--- config.mk ---
export PLATFORM = sky130hd
export DESIGN_NAME = bounded_deque
export DESIGN_NICKNAME = d
export VERILOG_FILES = /design/src/hw/rtl/bdq_pkg.sv /design/src/hw/rtl/bdq_ram.sv /design/src/hw/rtl/bdq_front.sv /design/src/hw/rtl/bdq_back.sv /design/src/hw/rtl/bounded_deque.sv
export SDC_FILE = /design/constraint.sdc
export NUM_CORES = 1
export LEC_CHECK = 0
export BUFFER_PORTS_ARGS = -buffer_cell sky130_fd_sc_hd__buf_2
export CAP_MARGIN = 20
export CORE_MARGIN = 2
export CORE_UTILIZATION = 62
export DETAILED_ROUTE_END_ITERATION = 10
export PLACE_DENSITY = 0.85
export SLEW_MARGIN = 25
export SYNTH_ARGS = -nofsm -noshare
export SYNTH_HDL_FRONTEND = slang
export SYNTH_SLANG_ARGS = --single-unit
--- constraint.sdc ---
create_clock -name clk -period 6.4 [get_ports clk]
set_input_delay 0.32 -clock clk [delete_from_list [all_inputs] [get_ports clk]]
set_output_delay 0.32 -clock clk [all_outputs]
set_load 0.05 [all_outputs]
--- src/hw/rtl/bdq_pkg.sv ---
// bdq_pkg: shared types and constants for the bounded deque.
// Used by bdq_front, bdq_back and bounded_deque; depends on nothing.
package bdq_pkg;

  localparam int DEPTH_DEF  = 16;
  localparam int VAL_W      = 32;
  localparam int CMD_W      = 3;
  // command queue between front and back; keep a power of two
  localparam int QDEPTH     = 2;

  localparam logic [CMD_W-1:0] CMD_PUSH_FRONT = 3'd0;
  localparam logic [CMD_W-1:0] CMD_PUSH_BACK  = 3'd1;
  localparam logic [CMD_W-1:0] CMD_POP_FRONT  = 3'd2;
  localparam logic [CMD_W-1:0] CMD_POP_BACK   = 3'd3;
  localparam logic [CMD_W-1:0] CMD_VIEW       = 3'd4;

  typedef enum logic [2:0] {
    OP_PUSH_FRONT,
    OP_PUSH_BACK,
    OP_POP_FRONT,
    OP_POP_BACK,
    OP_VIEW
  } op_t;

  typedef enum logic [1:0] {
    ST_OK,
    ST_FULL,
    ST_EMPTY
  } status_t;

  typedef enum logic {
    BK_IDLE,
    BK_VIEW
  } back_state_t;

  // head of the command queue as seen by the back end
  typedef struct packed {
    logic                    valid;
    op_t                     op;
    logic signed [VAL_W-1:0] value;
  } q_head_t;

  // one result beat
  typedef struct packed {
    logic                    strobe;
    status_t                 status;
    logic signed [VAL_W-1:0] value;
    logic                    last;
  } res_t;

endpackage

--- src/hw/rtl/bdq_ram.sv ---
// bdq_ram: generic single-write, single-read RAM with registered read data.
// No dependencies.
module bdq_ram #(
  parameter int WIDTH = 32,
  parameter int DEPTH = 16
) (
  input  logic                     clk,
  input  logic                     we,
  input  logic [$clog2(DEPTH)-1:0] waddr,
  input  logic [WIDTH-1:0]         wdata,
  input  logic                     re,
  input  logic [$clog2(DEPTH)-1:0] raddr,
  output logic [WIDTH-1:0]         rdata
);

  logic [WIDTH-1:0] mem_r [DEPTH];
  logic [WIDTH-1:0] rdata_r;

  always_ff @(posedge clk) begin
    if (we) begin
      mem_r[waddr] <= wdata;
    end
    if (re) begin
      rdata_r <= mem_r[raddr];
    end
  end

  assign rdata = rdata_r;

endmodule

--- src/hw/rtl/bdq_front.sv ---
// bdq_front: takes commands, decodes them and queues them for the back end.
// Depends on bdq_pkg.
module bdq_front (
  input  logic                                 clk,
  input  logic                                 rst_n,
  input  logic                                 start,
  output logic                                 busy,
  input  logic [bdq_pkg::CMD_W-1:0]            in_cmd,
  input  logic signed [bdq_pkg::VAL_W-1:0]     in_value_in,
  input  logic                                 q_pop,
  output bdq_pkg::q_head_t                     q_head
);
  import bdq_pkg::*;

  localparam int QPW = (QDEPTH > 1) ? $clog2(QDEPTH) : 1;
  localparam int QCW = $clog2(QDEPTH + 1);

  typedef struct packed {
    op_t                     op;
    logic signed [VAL_W-1:0] value;
  } q_entry_t;

  q_entry_t          q_mem_r [QDEPTH];
  logic [QPW-1:0]    wr_ptr_r, wr_ptr_nxt;
  logic [QPW-1:0]    rd_ptr_r, rd_ptr_nxt;
  logic [QCW-1:0]    cnt_r, cnt_nxt;
  logic              accept;
  logic              known;
  logic              push;
  logic              pop;
  op_t               op_dec;

  // decode; reserved codes are swallowed here and never reach the back end
  always_comb begin
    known  = 1'b1;
    op_dec = OP_VIEW;
    case (in_cmd)
      CMD_PUSH_FRONT: op_dec = OP_PUSH_FRONT;
      CMD_PUSH_BACK:  op_dec = OP_PUSH_BACK;
      CMD_POP_FRONT:  op_dec = OP_POP_FRONT;
      CMD_POP_BACK:   op_dec = OP_POP_BACK;
      CMD_VIEW:       op_dec = OP_VIEW;
      default:        known  = 1'b0;
    endcase
  end

  assign busy   = (cnt_r == QCW'(QDEPTH));
  assign accept = start && !busy;
  assign push   = accept && known;
  assign pop    = q_pop && (cnt_r != '0);

  always_comb begin
    wr_ptr_nxt = push ? wr_ptr_r + QPW'(1) : wr_ptr_r;
    rd_ptr_nxt = pop ? rd_ptr_r + QPW'(1) : rd_ptr_r;
    cnt_nxt    = cnt_r + QCW'(push) - QCW'(pop);
  end

  always_ff @(posedge clk) begin
    if (!rst_n) begin
      wr_ptr_r <= '0;
      rd_ptr_r <= '0;
      cnt_r    <= '0;
    end else begin
      wr_ptr_r <= wr_ptr_nxt;
      rd_ptr_r <= rd_ptr_nxt;
      cnt_r    <= cnt_nxt;
    end
  end

  always_ff @(posedge clk) begin
    if (push) begin
      q_mem_r[wr_ptr_r] <= '{op: op_dec, value: in_value_in};
    end
  end

  assign q_head.valid = (cnt_r != '0);
  assign q_head.op    = q_mem_r[rd_ptr_r].op;
  assign q_head.value = q_mem_r[rd_ptr_r].value;

endmodule

--- src/hw/rtl/bdq_back.sv ---
// bdq_back: executes queued commands against the ring and forms results.
// Depends on bdq_pkg and bdq_ram.
module bdq_back #(
  parameter int DEPTH = bdq_pkg::DEPTH_DEF
) (
  input  logic                         clk,
  input  logic                         rst_n,
  input  bdq_pkg::q_head_t             q_head,
  output logic                         q_pop,
  output bdq_pkg::res_t                res,
  output logic [$clog2(DEPTH+1)-1:0]   occ
);
  import bdq_pkg::*;

  localparam int AW = $clog2(DEPTH);
  localparam int OW = $clog2(DEPTH + 1);
  localparam int SW = OW + 1;

  back_state_t     state_r, state_nxt;
  logic [AW-1:0]   front_r, front_nxt;
  logic [OW-1:0]   occ_r, occ_nxt;
  logic [AW-1:0]   idx_r, idx_nxt;

  logic            strobe_r, strobe_nxt;
  status_t         status_r, status_nxt;
  logic            last_r, last_nxt;
  logic            sel_r, sel_nxt;

  logic            we, re;
  logic [AW-1:0]   waddr, raddr;
  logic [VAL_W-1:0] rdata;

  logic [AW-1:0]   front_dec, front_inc;
  logic [AW-1:0]   pos_tail, pos_last, pos_view;
  logic            full, empty;

  // wrap a sum of a ring index (below DEPTH) and an offset of at most DEPTH
  function automatic logic [AW-1:0] wrap(input logic [SW-1:0] s);
    logic [SW-1:0] d;
    d = s - SW'(DEPTH);
    return (s >= SW'(DEPTH)) ? d[AW-1:0] : s[AW-1:0];
  endfunction

  assign front_dec = (front_r == '0) ? AW'(DEPTH - 1) : front_r - AW'(1);
  assign front_inc = (front_r == AW'(DEPTH - 1)) ? '0 : front_r + AW'(1);
  assign pos_tail  = wrap(SW'(front_r) + SW'(occ_r));
  assign pos_last  = wrap(SW'(front_r) + SW'(occ_r) - SW'(1));
  assign pos_view  = wrap(SW'(front_r) + SW'(idx_r));
  assign full      = (occ_r == OW'(DEPTH));
  assign empty     = (occ_r == '0);

  always_comb begin
    state_nxt  = state_r;
    front_nxt  = front_r;
    occ_nxt    = occ_r;
    idx_nxt    = idx_r;
    strobe_nxt = 1'b0;
    status_nxt = ST_OK;
    last_nxt   = 1'b0;
    sel_nxt    = 1'b0;
    we         = 1'b0;
    re         = 1'b0;
    waddr      = pos_tail;
    raddr      = front_r;
    q_pop      = 1'b0;
    case (state_r)
      BK_IDLE: begin
        if (q_head.valid) begin
          q_pop      = 1'b1;
          strobe_nxt = 1'b1;
          last_nxt   = 1'b1;
          case (q_head.op)
            OP_PUSH_FRONT, OP_PUSH_BACK: begin
              if (full) begin
                status_nxt = ST_FULL;
              end else begin
                we      = 1'b1;
                occ_nxt = occ_r + OW'(1);
                if (q_head.op == OP_PUSH_FRONT) begin
                  waddr     = front_dec;
                  front_nxt = front_dec;
                end
              end
            end
            OP_POP_FRONT, OP_POP_BACK: begin
              if (empty) begin
                status_nxt = ST_EMPTY;
              end else begin
                re      = 1'b1;
                sel_nxt = 1'b1;
                occ_nxt = occ_r - OW'(1);
                if (q_head.op == OP_POP_FRONT) begin
                  front_nxt = front_inc;
                end else begin
                  raddr = pos_last;
                end
              end
            end
            OP_VIEW: begin
              if (empty) begin
                status_nxt = ST_EMPTY;
              end else begin
                re      = 1'b1;
                sel_nxt = 1'b1;
                if (occ_r != OW'(1)) begin
                  last_nxt  = 1'b0;
                  idx_nxt   = AW'(1);
                  state_nxt = BK_VIEW;
                end
              end
            end
            default: begin
              strobe_nxt = 1'b0;
            end
          endcase
        end
      end
      BK_VIEW: begin
        re         = 1'b1;
        raddr      = pos_view;
        sel_nxt    = 1'b1;
        strobe_nxt = 1'b1;
        last_nxt   = (OW'(idx_r) + OW'(1) == occ_r);
        idx_nxt    = idx_r + AW'(1);
        if (last_nxt) begin
          state_nxt = BK_IDLE;
        end
      end
      default: begin
        state_nxt = BK_IDLE;
      end
    endcase
  end

  always_ff @(posedge clk) begin
    if (!rst_n) begin
      state_r  <= BK_IDLE;
      front_r  <= '0;
      occ_r    <= '0;
      idx_r    <= '0;
      strobe_r <= 1'b0;
      status_r <= ST_OK;
      last_r   <= 1'b0;
      sel_r    <= 1'b0;
    end else begin
      state_r  <= state_nxt;
      front_r  <= front_nxt;
      occ_r    <= occ_nxt;
      idx_r    <= idx_nxt;
      strobe_r <= strobe_nxt;
      status_r <= status_nxt;
      last_r   <= last_nxt;
      sel_r    <= sel_nxt;
    end
  end

  bdq_ram #(
    .WIDTH (VAL_W),
    .DEPTH (DEPTH)
  ) u_ram (
    .clk   (clk),
    .we    (we),
    .waddr (waddr),
    .wdata (q_head.value),
    .re    (re),
    .raddr (raddr),
    .rdata (rdata)
  );

  // read data lands in the same cycle as the registered beat
  assign res.strobe = strobe_r;
  assign res.status = status_r;
  assign res.value  = sel_r ? signed'(rdata) : '0;
  assign res.last   = last_r;
  assign occ        = occ_r;

endmodule

--- src/hw/rtl/bounded_deque.sv ---
// bounded_deque: top level of the double-ended queue of signed 32-bit values.
// Depends on bdq_pkg, bdq_front, bdq_back (and bdq_ram below it).
//
// A command is taken at a rising edge with start high and busy low. Push
// front/back, pop front/back and view act on a ring of DEPTH entries; codes
// 5..7 are accepted and dropped without a result. Every other command gives
// results on out_* for exactly one cycle each, marked by out_strobe, with
// out_last on the final one; the receiver cannot stall them, so it must take
// every strobed beat. The first result of a command passes through the
// command queue and then the result register. A steady stream of pushes
// and pops runs at one command per cycle while no view holds the back end.
// A view holds the back end for one read of the single RAM read port per
// stored entry, or for a single refusal beat when empty; meanwhile the
// two-entry command queue fills and busy rises. Refused pushes (full) and
// refused pops or views (empty) give a single beat with value 0. There is
// no clearing pass: ring entries are only read after they have been pushed.
module bounded_deque #(
  parameter int DEPTH = bdq_pkg::DEPTH_DEF
) (
  input  logic                             clk,
  input  logic                             rst_n,
  input  logic                             start,
  output logic                             busy,
  input  logic [bdq_pkg::CMD_W-1:0]        in_cmd,
  input  logic signed [bdq_pkg::VAL_W-1:0] in_value_in,
  output logic                             out_strobe,
  output logic [1:0]                       out_status,
  output logic signed [bdq_pkg::VAL_W-1:0] out_value_out,
  output logic                             out_last
);
  import bdq_pkg::*;

  localparam int OW = $clog2(DEPTH + 1);

  q_head_t        q_head;
  logic           q_pop;
  res_t           res;
  logic [OW-1:0]  occ;

  // front: decode and queue
  bdq_front u_front (
    .clk         (clk),
    .rst_n       (rst_n),
    .start       (start),
    .busy        (busy),
    .in_cmd      (in_cmd),
    .in_value_in (in_value_in),
    .q_pop       (q_pop),
    .q_head      (q_head)
  );

  // back: ring pointers, storage, result sequencing
  bdq_back #(
    .DEPTH (DEPTH)
  ) u_back (
    .clk    (clk),
    .rst_n  (rst_n),
    .q_head (q_head),
    .q_pop  (q_pop),
    .res    (res),
    .occ    (occ)
  );

  assign out_strobe    = res.strobe;
  assign out_status    = res.status;
  assign out_value_out = res.value;
  assign out_last      = res.last;

  // fill level never passes the ring size
  a_occ_bound: assert property (@(posedge clk) disable iff (!rst_n)
    occ <= OW'(DEPTH))
    else $error("occupancy above DEPTH");

  // fill level moves by at most one per cycle
  a_occ_step: assert property (@(posedge clk) disable iff (!rst_n)
    1'b1 |=> (occ == $past(occ) || occ == $past(occ) + 1'b1 || occ + 1'b1 == $past(occ)))
    else $error("occupancy jumped");

  // a refusal is always a single, final beat
  a_refuse_last: assert property (@(posedge clk) disable iff (!rst_n)
    (out_strobe && out_status != ST_OK) |-> out_last)
    else $error("refusal without last");

  // a view run has no gaps: a non-final beat is followed by another beat
  a_view_run: assert property (@(posedge clk) disable iff (!rst_n)
    (out_strobe && !out_last) |=> out_strobe)
    else $error("gap inside view run");

endmodule
==> results.cfg <==
[outcome]
status = completed

[setup_path]
startpoint_type = flop
critPathMaxFanout = 42
reg2reg_depth = 9
cp_slowest_cell = nor2_4
crit_type = reg -> reg
crit_chain = buf_4 > mux2i_1 > nand2_1 > nor3_2 > nor2_1 > a21oi_1 > nand3_1 > nor2_4 > buf_16
slowest_delay_ps = 690
cp-end-kind = flop
required_ps = 6720
reg2reg_slack_ps = 2010
r2r-end = u_back.u_ram.mem_r[2][13]
cp.arrival_ps = 4710

[global_routing]
antenna_found_initial = 0
grt_pass1_vias = 16800
grt.total_usage_pct = 28.4
grt_overflow = 0
grt_pass1_wl_um = 94100
grt_max_degree = 167

[drt]
finalWirelength_um = 62400
dr.pass1.iters = 6
wl_per_cell_um = 24.2
viasPerCell = 6.49
ant_nets = 0
drc = 0
drt_iter0_markers = 2442
vias = 16700

[worst_hold_path]
hp-class = in -> reg
hold_start = rst_n
min_path_cells = 2
holdPathEnd = u_front.wr_ptr_r

[floorplanning]
num_io_pins = 75
core_um2 = 40900
initial_core_util_pct = 62.8
die-area_um2 = 43100
die_height_um = 208
num_rows = 74
fp.dieW_um = 208

[clocking]
cts_buffers = 60
cts.sinks = 638
cts_tree = done
post_cts_buffers = 0
cts_root_buffer = clkbuf_16
cts-htree-levels = 2
insertion_delay_ps = 630
path_clk_slew_ps = 60
clk_path_buf_depth = 3

[sta]
slew_violations = 0
tns_ps = 0
slew_headroom_pct = 34.7
setup_viol = 0
setup_slack_ps = 2010
hold_viol = 0
fin_crit_sh_pct = 68.6
min_period_ps = 4390
fmax_mhz = 228
fin_skew_ps = 20.6
rsz0062_at_grt = false
tightest_slew_ps = 979

[place]
routabilityCongestion = 0.904
place.port_buffers = 74
place_hpwl_um = 35700
post-place-ws_ps = 2050
place_inst = 2427

[synth]
syn_avg_cell_area_um2 = 13.5
ys_types = 61
syn_nets = 1960
synth_edf_count = 614
synth_cells = 1904
yosysWarnings = 0
synth_flop_cell = edfxtp_1
netlist_area_um2 = 25700
async_flop_share_pct = 0
yosysSeqAreaShare_pct = 73.6
ys_seq_elements = 638

[layout]
diodes = 0
area_growth_pct = 13.8
multi_input_area_um2 = 6350
final_cell_mix = 614 x edfxtp_1, 451 x nand2_1, 177 x nand3_1
final_nets = 2051
register_area_um2 = 18900
fin_util_pct = 71.5
stdcell_count = 2575
drive_gt1_share_pct = 13.4
final_common_cell = edfxtp_1
fillers = 2414

[pwr]
total_power_mw = 11.6
vdd_drop_max_mv = 0.350
leakage_nw = 10.1
power_density_nw_per_um2 = 398

[run]
cap_viol_max_count = 0
==> layer usage <==
metal	track usage (%)	part of all wire, %
met2	46.3	49
met1	38.1	36
met4	11.9	3.5
met5	0	0
met3	5.07	11
==> cell type report <==
cell class | instances | area share, %
Inverter | 16 | 0.205
Multi-Input combinational cell | 1127 | 21.7
Tap cell | 532 | 2.28
Sequential cell | 638 | 64.7
Clock inverter | 34 | 0.873
Clock buffer | 76 | 5.44
Timing Repair Buffer | 152 | 4.82
==> sequential cells by signal, summed over array words and instances (netlist names), 2 cells and up, named ones only <==
name                count
u_front.q_mem_r        70
u_front.cnt_r           2
u_back.u_ram.rdata     32
u_back.occ              5
u_back.idx_r            4
u_back.u_ram.mem_r    512
u_back.status_r         2
u_back.front_r          4
==> worst max path at each step <==
| stage | to | slack (ps) | startpoint | cells after the start |
|---|---|---|---|---|
| floorplan | u_back.u_ram.mem_r[0][0] | 1000 | u_back.occ[1] | 7 |
| global placement | u_back.u_ram.mem_r[2][20] | 2290 | flop | 8 |
| detailed placement | u_back.u_ram.mem_r[6][20] | 2050 | flop | 8 |
| CTS | u_back.u_ram.mem_r[6][23] | 1980 | flop | 8 |
| global route | u_back.u_ram.mem_r[2][28] | 1830 | flop | 9 |
| finish | u_back.u_ram.mem_r[2][13] | 2010 | flop | 9 |
==> cell usage after synthesis, types with 3 or more instances <==
library cell	number	share of area, %
a221o_1	22	0.86
a21o_1	3	0.088
ha_1	16	0.78
nand4_1	109	2.7
a211oi_1	4	0.12
inv_1	15	0.22
clkbuf_1	69	1.0
nand2b_1	7	0.17
a21oi_1	72	1.4
buf_6	6	0.26
xor2_1	4	0.14
mux2_2	35	1.5
mux2i_1	15	0.58
xnor2_1	15	0.51
a31oi_1	13	0.32
nor2_1	37	0.54
o21ai_0	12	0.23
or3_1	4	0.097
edfxtp_1	614	72
dfxtp_1	24	1.9
nand3_1	177	3.4
a32oi_1	22	0.75
buf_2	40	0.78
nor3_1	7	0.14
nor2b_1	8	0.19
and2_1	37	0.90
o22ai_1	11	0.27
nand3b_1	5	0.15
buf_1	7	0.10
nand2_1	454	6.6
==> stage by stage <==
step	hold WS, ps	instance area [um2]
floorplan	419	25700
global placement	498	26600
detailed placement	511	26900
CTS	22.2	29100
global route	25.2	29300
finish	46.6	29300
==> cell families (layout without fill, tap and decap cells) <==
logic type | count (synthesis) | count (layout) | synth area share (%)
adders and majority gates | 18 | 18 | 0.935
buffers and inverters | 139 | 278 | 2.41
DFF | 638 | 638 | 73.6
xor gates and xnor gates | 21 | 21 | 0.827
AOI/OAI and AO/OA | 176 | 176 | 4.64
and+or+nand+nor | 862 | 862 | 15.5
muxes | 50 | 50 | 2.12
==> power breakdown <==
part	switching (mW)	internal (mW)	total (mW)
registers	0.101	5.10	5.21
logic	2.15	0.912	3.07
clock network	1.50	1.88	3.38
==> what timing repair did <==
item / 4_1_cts / 5_1_grt
endpoints found under the hold margin: 66 / 0
resized for setup: 0 / 0
hold buffers: 33 / 0
==> critical path, delay by kind of cell (launching register included) <==
kind                   cells  cell delay, ps
AO/OA/AOI/OAI              1             680
buffers and inverters      2             710
flip-flops                 1             310
multiplexers               1             550
AND/OR/NAND/NOR            5            1810
Power figures use the tool's default switching activity.
